<file path="src/rtl/spq_pkg.sv">
`default_nettype none
package spq_pkg;

  localparam int PRIO_W       = 10;
  localparam int ID_W         = 30;
  localparam int AGE_W        = 8;
  localparam int OCC_W        = 5;
  localparam int CAPACITY_DEF = 16;

  typedef enum logic [1:0] {
    ST_OK    = 2'd0,
    ST_EMPTY = 2'd1,
    ST_FULL  = 2'd2
  } status_t;

  typedef struct packed {
    logic              req_type;
    logic [PRIO_W-1:0] priority_req;
    logic [ID_W-1:0]   entry_id;
    logic [AGE_W-1:0]  age;
  } req_t;

  typedef struct packed {
    status_t           status;
    logic [PRIO_W-1:0] out_priority;
    logic [ID_W-1:0]   out_id;
    logic [AGE_W-1:0]  out_age;
    logic [OCC_W-1:0]  occupancy;
  } res_t;

  // controller to datapath
  typedef struct packed {
    logic load;
    logic exec;
  } cmd_t;

endpackage
`default_nettype wire

</file>
<file path="src/rtl/spq_datapath.sv">
`default_nettype none
module spq_datapath
  import spq_pkg::*;
#(
  parameter int CAPACITY = CAPACITY_DEF
) (
  input  wire logic clk,
  input  wire logic rst,
  input  wire cmd_t cmd,
  input  wire req_t req,
  output res_t      result
);

  localparam int CNT_W = $clog2(CAPACITY + 1);

  req_t              req_q;
  logic [CNT_W-1:0]  count;
  logic [CNT_W-1:0]  count_next;
  logic [PRIO_W-1:0] slot_priority [CAPACITY];
  logic [ID_W-1:0]   slot_id       [CAPACITY];
  logic [AGE_W-1:0]  slot_age      [CAPACITY];
  logic [CAPACITY-1:0] ge;
  logic              empty;
  logic              full;
  logic              do_insert;
  logic              do_remove;
  res_t              res_next;

  always_ff @(posedge clk) begin
    if (cmd.load) begin
      req_q <= req;
    end
  end

  always_comb begin
    empty     = (count == '0);
    full      = (count == CNT_W'(CAPACITY));
    do_insert = cmd.exec && !req_q.req_type && !full;
    do_remove = cmd.exec && req_q.req_type && !empty;
    count_next = count;
    if (do_insert) begin
      count_next = count + CNT_W'(1);
    end else if (do_remove) begin
      count_next = count - CNT_W'(1);
    end
  end

  always_comb begin
    res_next              = '0;
    res_next.status       = ST_OK;
    res_next.occupancy    = OCC_W'(count_next);
    if (req_q.req_type) begin
      if (empty) begin
        res_next.status = ST_EMPTY;
      end else begin
        res_next.out_priority = slot_priority[0];
        res_next.out_id       = slot_id[0];
        res_next.out_age      = slot_age[0];
      end
    end else if (full) begin
      res_next.status = ST_FULL;
    end
  end

  always_ff @(posedge clk) begin
    if (rst) begin
      count <= '0;
    end else begin
      count <= count_next;
    end
  end

  always_ff @(posedge clk) begin
    if (cmd.exec) begin
      result <= res_next;
    end
  end

  // one cell per slot: each compares itself with the new priority and
  // looks at its neighbor to decide hold, load or shift
  for (genvar i = 0; i < CAPACITY; i++) begin : g_cell
    logic prev_ge;

    assign ge[i] = (CNT_W'(i) < count) && (slot_priority[i] >= req_q.priority_req);

    if (i == 0) begin : g_head
      assign prev_ge = 1'b1;
    end else begin : g_body
      assign prev_ge = ge[i-1];
    end

    always_ff @(posedge clk) begin
      if (do_insert && !ge[i]) begin
        if (prev_ge) begin
          slot_priority[i] <= req_q.priority_req;
          slot_id[i]       <= req_q.entry_id;
          slot_age[i]      <= req_q.age;
        end else if (i > 0) begin
          slot_priority[i] <= slot_priority[(i > 0) ? i-1 : 0];
          slot_id[i]       <= slot_id[(i > 0) ? i-1 : 0];
          slot_age[i]      <= slot_age[(i > 0) ? i-1 : 0];
        end
      end else if (do_remove && (i < CAPACITY - 1)) begin
        slot_priority[i] <= slot_priority[(i < CAPACITY - 1) ? i+1 : i];
        slot_id[i]       <= slot_id[(i < CAPACITY - 1) ? i+1 : i];
        slot_age[i]      <= slot_age[(i < CAPACITY - 1) ? i+1 : i];
      end
    end
  end

  assert property (@(posedge clk) disable iff (rst)
    count <= CNT_W'(CAPACITY))
    else $error("fill count beyond capacity");

  assert property (@(posedge clk) disable iff (rst)
    do_remove |=> count == $past(count) - CNT_W'(1))
    else $error("remove did not drop the fill count");

  assert property (@(posedge clk) disable iff (rst)
    cmd.exec && !req_q.req_type && full |=> $stable(count))
    else $error("refused insert changed the fill count");

endmodule
`default_nettype wire

</file>
<file path="src/rtl/spq_ctrl.sv">
`default_nettype none
module spq_ctrl
  import spq_pkg::*;
(
  input  wire logic clk,
  input  wire logic rst,
  input  wire logic start,
  output logic      busy,
  output logic      done,
  output cmd_t      cmd
);

  typedef enum logic [1:0] {
    S_IDLE = 2'b01,
    S_EXEC = 2'b10
  } state_t;

  state_t state;
  state_t state_next;

  always_comb begin
    busy     = (state == S_EXEC);
    cmd.load = start && !busy;
    cmd.exec = (state == S_EXEC);
    case (state)
      S_IDLE:  state_next = cmd.load ? S_EXEC : S_IDLE;
      S_EXEC:  state_next = S_IDLE;
      default: state_next = S_IDLE;
    endcase
  end

  always_ff @(posedge clk) begin
    if (rst) begin
      state <= S_IDLE;
      done  <= 1'b0;
    end else begin
      state <= state_next;
      done  <= cmd.exec;
    end
  end

  assert property (@(posedge clk) disable iff (rst)
    start && !busy |=> busy)
    else $error("accepted transaction did not start work");

  assert property (@(posedge clk) disable iff (rst)
    busy |=> !busy && done)
    else $error("work did not finish with a result strobe");

  assert property (@(posedge clk) disable iff (rst)
    done |=> !done)
    else $error("result strobe longer than one cycle");

endmodule
`default_nettype wire

</file>
<file path="src/rtl/stable_priority_queue_core.sv">
`default_nettype none
// Sorted priority queue of up to CAPACITY entries, highest priority at the head
// and equal priorities kept in arrival order. A request is taken when start is
// high and busy is low; busy then stays high for one cycle while every slot
// compares itself with the request and shifts in place, and the result is on
// result with done high in the cycle after that. The receiver cannot stall:
// done is a one-cycle strobe and the result must be taken then. An insert into
// a full queue returns a full status and changes nothing; a remove from an
// empty queue returns an empty status.
module stable_priority_queue_core
  import spq_pkg::*;
#(
  parameter int CAPACITY = CAPACITY_DEF
) (
  input  wire logic clk,
  input  wire logic rst,
  input  wire logic start,
  output logic      busy,
  input  wire req_t req,
  output logic      done,
  output res_t      result
);

  cmd_t cmd;

  spq_ctrl u_ctrl (
    .clk   (clk),
    .rst   (rst),
    .start (start),
    .busy  (busy),
    .done  (done),
    .cmd   (cmd)
  );

  spq_datapath #(
    .CAPACITY (CAPACITY)
  ) u_datapath (
    .clk    (clk),
    .rst    (rst),
    .cmd    (cmd),
    .req    (req),
    .result (result)
  );

endmodule
`default_nettype wire

</file>
<file path="config.mk">
export PLATFORM = sky130hd
export DESIGN_NAME = stable_priority_queue_core
export DESIGN_NICKNAME = d
export VERILOG_FILES = /design/src/rtl/spq_pkg.sv /design/src/rtl/spq_datapath.sv /design/src/rtl/spq_ctrl.sv /design/src/rtl/stable_priority_queue_core.sv
export SDC_FILE = /design/constraint.sdc
export NUM_CORES = 2
export LEC_CHECK = 0
export BUFFER_PORTS_ARGS = -buffer_cell sky130_fd_sc_hd__clkbuf_2
export CAP_MARGIN = 20
export CORE_MARGIN = 2
export CORE_UTILIZATION = 40
export CTS_BUF_LIST = sky130_fd_sc_hd__clkbuf_4 sky130_fd_sc_hd__clkbuf_8
export CTS_CLUSTER_DIAMETER = 120
export CTS_CLUSTER_SIZE = 8
export DETAILED_ROUTE_END_ITERATION = 10
export PLACE_DENSITY_LB_ADDON = 0.2
export SLEW_MARGIN = 20
export SYNTH_ARGS = -nofsm -noshare
export SYNTH_HDL_FRONTEND = slang
export SYNTH_SLANG_ARGS = --single-unit
</file>
<file path="constraint.sdc">
create_clock -name clk -period 8.7 [get_ports clk]
set_input_delay 1.74 -clock clk [delete_from_list [all_inputs] [get_ports clk]]
set_output_delay 1.74 -clock clk [all_outputs]
set_load 0.02 [all_outputs]
</file>
== Yosys cells after proc, flatten, opt, wreduce, memory -nomap -nowiden ==
Memories as Yosys holds them, arrays and structs flattened.
Index checks and enable logic that the tools add are counted.
Word-level totals
  register bits after elaboration: 112
  RAM bits: 768
  input bits: 52
  logic and storage cells: 423
  memories: 3
Cells by class
  add/sub/neg operators: 2
  order comparisons: 32
  eq/ne operators: 3
  mux-type cells: 219
  bitwise operators: 92
  reductions and logical operators: 60
Memory list
  u_datapath.slot_id: depth 16, width 30, rd ports 16, clocked after Yosys merged registers in 0, write ports 16, RTL line spq_datapath.sv:20  | logic [ID_W-1:0] slot_id [CAPACITY];
  u_datapath.slot_priority: depth 16, width 10, rd ports 16, clocked after Yosys merged registers in 0, write ports 16, RTL line spq_datapath.sv:19  | logic [PRIO_W-1:0] slot_priority [CAPACITY];
  u_datapath.slot_age: depth 16, width 8, rd ports 16, clocked after Yosys merged registers in 0, write ports 16, RTL line spq_datapath.sv:21  | logic [AGE_W-1:0] slot_age [CAPACITY];
Operators with widths (number)
  $mux 30: 30
  $mux 10: 30
  $mux 8: 30
  $ge 10x10->1: 16
  $mux 1: 124
  $or 1x1->1: 90
  $lt 4x5->1 const A: 8
  $logic_and 1x1->1: 37
  $logic_not 1->1: 20
  $lt 3x5->1 const A: 4
  $lt 1x5->1 const A: 2
  $lt 2x5->1 const A: 2
  $mux 5: 2
  $mux 2: 3
  $add 5x1->5 const B: 1
  $eq 5x5->1 const B: 1
  $logic_not 5->1: 1
  $sub 5x1->5 const B: 1
  $reduce_or 2->1: 2
  $eq 2x1->1 const B: 1
  $eq 2x2->1 const B: 1
  $not 1->1: 2

== Logic depth before layout (Yosys ltp) ==
An unclocked memory read counts as a cell.
  depth in word-level cells: 9
  depth in mapped cells: 12
  mapped depth without buffers: 8

== By module ==
A second synthesis with hierarchy kept.
Second synthesis, totals
  cells, all modules: 3420
  area, all modules: 42901.1 um^2
By module, submodules not included
  spq_datapath: times used 1, cells an instance 3410, area an instance 42797.3 um^2
  spq_ctrl: times used 1, cells an instance 10, area an instance 103.8 um^2

== Worst setup path before layout ==
OpenSTA, ideal clock, no wires.
  kind: register to register
  start point: register u_datapath.req_q[45] (netlist bit)
  end point: memory u_datapath.slot_age[12][0], enable pin
  arrival: 3.764 ns
  data required time: 8.294 ns
  setup slack: 4.529 ns
  cell stages (with the launch flop): 11
  path buffers: 2
  path through: edfxtp_1 clkinv_1 ha_1 a21oi_1 o21ai_0 a2111oi_0 a31o_2 clkbuf_1 clkbuf_1 nand2_1 nand2_1
RTL lines
  from (decl): RTL line spq_datapath.sv:16  | req_t req_q;
  from (signal assigned): RTL line spq_datapath.sv:31  | req_q <= req;
  to (decl): RTL line spq_datapath.sv:21

==> impl_metrics.env <==
export IMPL_status="finished clean"
export IMPL_num_rows=121
export IMPL_die_h_um=335
export IMPL_syn_area_um2=43700
export IMPL_fill_cells=10200
export IMPL_setup_violations=0
export IMPL_power_density_nw_per_um2=172
export IMPL_cap_violations=0
export IMPL_grt_usage_pct=24.2
export IMPL_ant_nets=0
export IMPL_seq_area_frac_synth_pct=60.2
export IMPL_die_width_um=335
export IMPL_fin_nets=3897
export IMPL_die_area_um2=112000
export IMPL_vias=32100
export IMPL_crit_type="flip-flop to flip-flop"
export IMPL_cts_resized_gates=0
export IMPL_synth_edf_count=872
export IMPL_io_pins=109
export IMPL_clkLatencyLatePin_ns=0.82
export IMPL_crit_path_frequent_cell="buf_4"
export IMPL_path_cells="clkinv_1, ha_1, a21oi_1, o311ai_0, a21oi_4, buf_4, buf_4, or2_4"
export IMPL_arrival_ns=5.55
export IMPL_dr_pass1_iters=6
export IMPL_finalMaxSlewViolations=0
export IMPL_place_ws_ns=3.62
export IMPL_cts_root_buf="clkbuf_8"
export IMPL_cp_end_kind="flip-flop"
export IMPL_power_leakage_nw=16.0
export IMPL_crit_path_max_fanout=49
export IMPL_synth_seq_cells=880
export IMPL_hold_class="flip-flop to flip-flop"
export IMPL_gr_total_overflow=0
export IMPL_critPathBufInv=3
export IMPL_total_power_mw=8.14
export IMPL_yosysUniqueCellTypes=55
export IMPL_drtIter0Drc=3946
export IMPL_grt_pass1_wl_mm=204
export IMPL_slowest_delay_ns=0.96
export IMPL_crit_family="buffers and inverters"
export IMPL_final_common_cell="edfxtp_1"
export IMPL_slowest_stage="or2_4"
export IMPL_synth_top_flop_cell="edfxtp_1"
export IMPL_worst_pin_slew_ns=1.10
export IMPL_area_delta_synth_final_pct=8.34
export IMPL_postCtsSetupRepairBufs=0
export IMPL_drc=0
export IMPL_ys_warn_count=0
export IMPL_setup_slack_ns=3.55
export IMPL_gp_congestion=0.912
export IMPL_initial_core_util_pct=40.2
export IMPL_cts_buffers=119
export IMPL_hold_viol=0
export IMPL_met1_length_mm=63.1
export IMPL_postCtsHoldBufs=0
export IMPL_async_reset_ff_share_pct=0
export IMPL_io_buffers=108
export IMPL_drive_gt1_share_pct=10.8
export IMPL_met3_length_mm=11.3
export IMPL_clock_path_buffers=3
export IMPL_tns_ns=0
export IMPL_core_area_um2=109000
export IMPL_hpwl_mm=81.3
export IMPL_ir_worst_vdd_uv=101
export IMPL_cp_start_kind="flip-flop"
export IMPL_cts_htree_levels=3
export IMPL_met2_length_mm=60.6
export IMPL_wire_per_inst_um=27.0
export IMPL_finalCriticalPeriod_ns=5.15
export IMPL_grt_max_degree=212
export IMPL_antenna_found_initial=13
export IMPL_syn_inst=3713
export IMPL_rsz0062_at_grt="no"
export IMPL_clk_pin_slew_ns=0.08
export IMPL_slew_headroom_pct=26.5
export IMPL_critPathRequiredTime_ns=9.10
export IMPL_finalClockSkew_ns=0.0406
export IMPL_grt_pass1_vias=30300
export IMPL_finalCritPeriodShare_pct=59.2
export IMPL_clock_sinks=880
export IMPL_syn_nets=3928
export IMPL_syn_area_per_cell_um2=11.8
export IMPL_fmax_ghz=0.194
export IMPL_drt_wl_total_mm=138
export IMPL_via_per_inst=6.28
export IMPL_layout_common_cells="872 x edfxtp_1, 713 x nand2_1, 325 x o211ai_1"
export IMPL_highest_signal_layer="met4"
export IMPL_cts_tree="done"
-- cell type report --
type / count / area, um2 / share of cell area, %
Timing Repair Buffer: 170 / 1040 / 2.19
Inverter: 31 / 118 / 0.248
Antenna cell: 3 / 7.51 / 0.0158
Clock buffer: 130 / 1730 / 3.64
Multi-Input combinational cell: 2480 / 16300 / 34.4
Clock inverter: 6 / 56.3 / 0.119
Tap cell: 1414 / 1770 / 3.73
Sequential cell: 880 / 26300 / 55.6
-- cells by family after synthesis --
family,after synthesis,share of synthesized area (%)
AOI/OAI and AO/OA,980,17.5
xor gates and xnor gates,3,0.0601
adders and majority gates,163,4.66
buffers and inverters,353,3.22
DFF,880,60.2
muxes,48,1.24
and+or+nand+nor,1286,13.0
-- cells in the mapped netlist, drive strengths merged (12+ instances only) --
cell / n / share of area [%]
a211o: 83 / 1.7
a21o: 58 / 1.0
a21oi: 146 / 1.7
a221o: 204 / 4.7
a221oi: 12 / 0.33
a22o: 38 / 0.76
a22oi: 20 / 0.34
and2: 76 / 1.1
and3: 96 / 1.4
buf: 76 / 0.85
clkbuf: 246 / 2.1
edfxtp: 872 / 60
ha: 163 / 4.7
inv: 22 / 0.19
mux2: 48 / 1.2
nand2: 725 / 6.2
nand2b: 18 / 0.26
nand3: 137 / 1.6
nand4: 25 / 0.36
nor2: 127 / 1.1
nor3: 56 / 0.64
o211ai: 325 / 5.6
o21a: 12 / 0.21
o21ai: 25 / 0.29
o221ai: 16 / 0.32
o31ai: 19 / 0.33
-- worst paths after layout --
path	from	endpoint	slack, ns	cells past startpoint
max reg2reg	u_datapath.req_q[47]$_DFFE_PP_	u_datapath.slot_id[11][22]$_DFFE_PP_	3.55	8
min reg2reg	u_ctrl.state[0]$_SDFF_PP1_	u_ctrl.state[0]$_SDFF_PP1_	0.48	1
min	u_ctrl.state[0]$_SDFF_PP1_	u_ctrl.state[0]$_SDFF_PP1_	0.48	1
max	u_datapath.req_q[47]$_DFFE_PP_	u_datapath.slot_id[11][22]$_DFFE_PP_	3.55	8
-- through the flow --
step / hold slack [ns] / cells / util, % / area (um2)
after floorplan: 0.424 / 3713 / - / 43700
after global placement: 0.439 / 4974 / 41.9 / 45500
after detailed placement: 0.462 / 4974 / 41.9 / 45600
after CTS: 0.481 / 5110 / 43.5 / 47300
after global routing: 0.493 / 5112 / 43.6 / 47400
final: 0.482 / 5114 / 43.6 / 47400
-- per-layer routing --
| layer | global-route usage, % | up-vias |
|---|---|---|
| met1 | 36.6 | 16200 |
| met5 | 0 | - |
| met3 | 3.60 | 205 |
| met4 | 6.03 | 0 |
| li1 | - | 14200 |
| met2 | 36.2 | 1526 |
-- flip-flops by register name, summed over array words and instances (netlist names) --
name / cells
u_datapath.slot_priority: 160
u_datapath.slot_id: 480
u_ctrl.done: 1
u_datapath.slot_age: 128
u_datapath.req_q: 49
u_datapath.result: 55
u_ctrl.state: 2
u_datapath.count: 5
-- power breakdown --
group / internal (mW) / switching, mW / leakage, nW
Combinational: 0.212 / 0.302 / 7.15
Clock: 1.27 / 1.58 / 0.925
Sequential: 4.73 / 0.0445 / 7.89
-- worst reg2reg max path, delay by kind of cell, from the launching register on --
kind            cells  cell delay [ns]
buf+inv             3             1.88
compound gates      3             0.72
fa+ha+maj           1             0.66
simple gates        1             0.99
flops               1             0.45
Power figures use the tool's default switching activity.
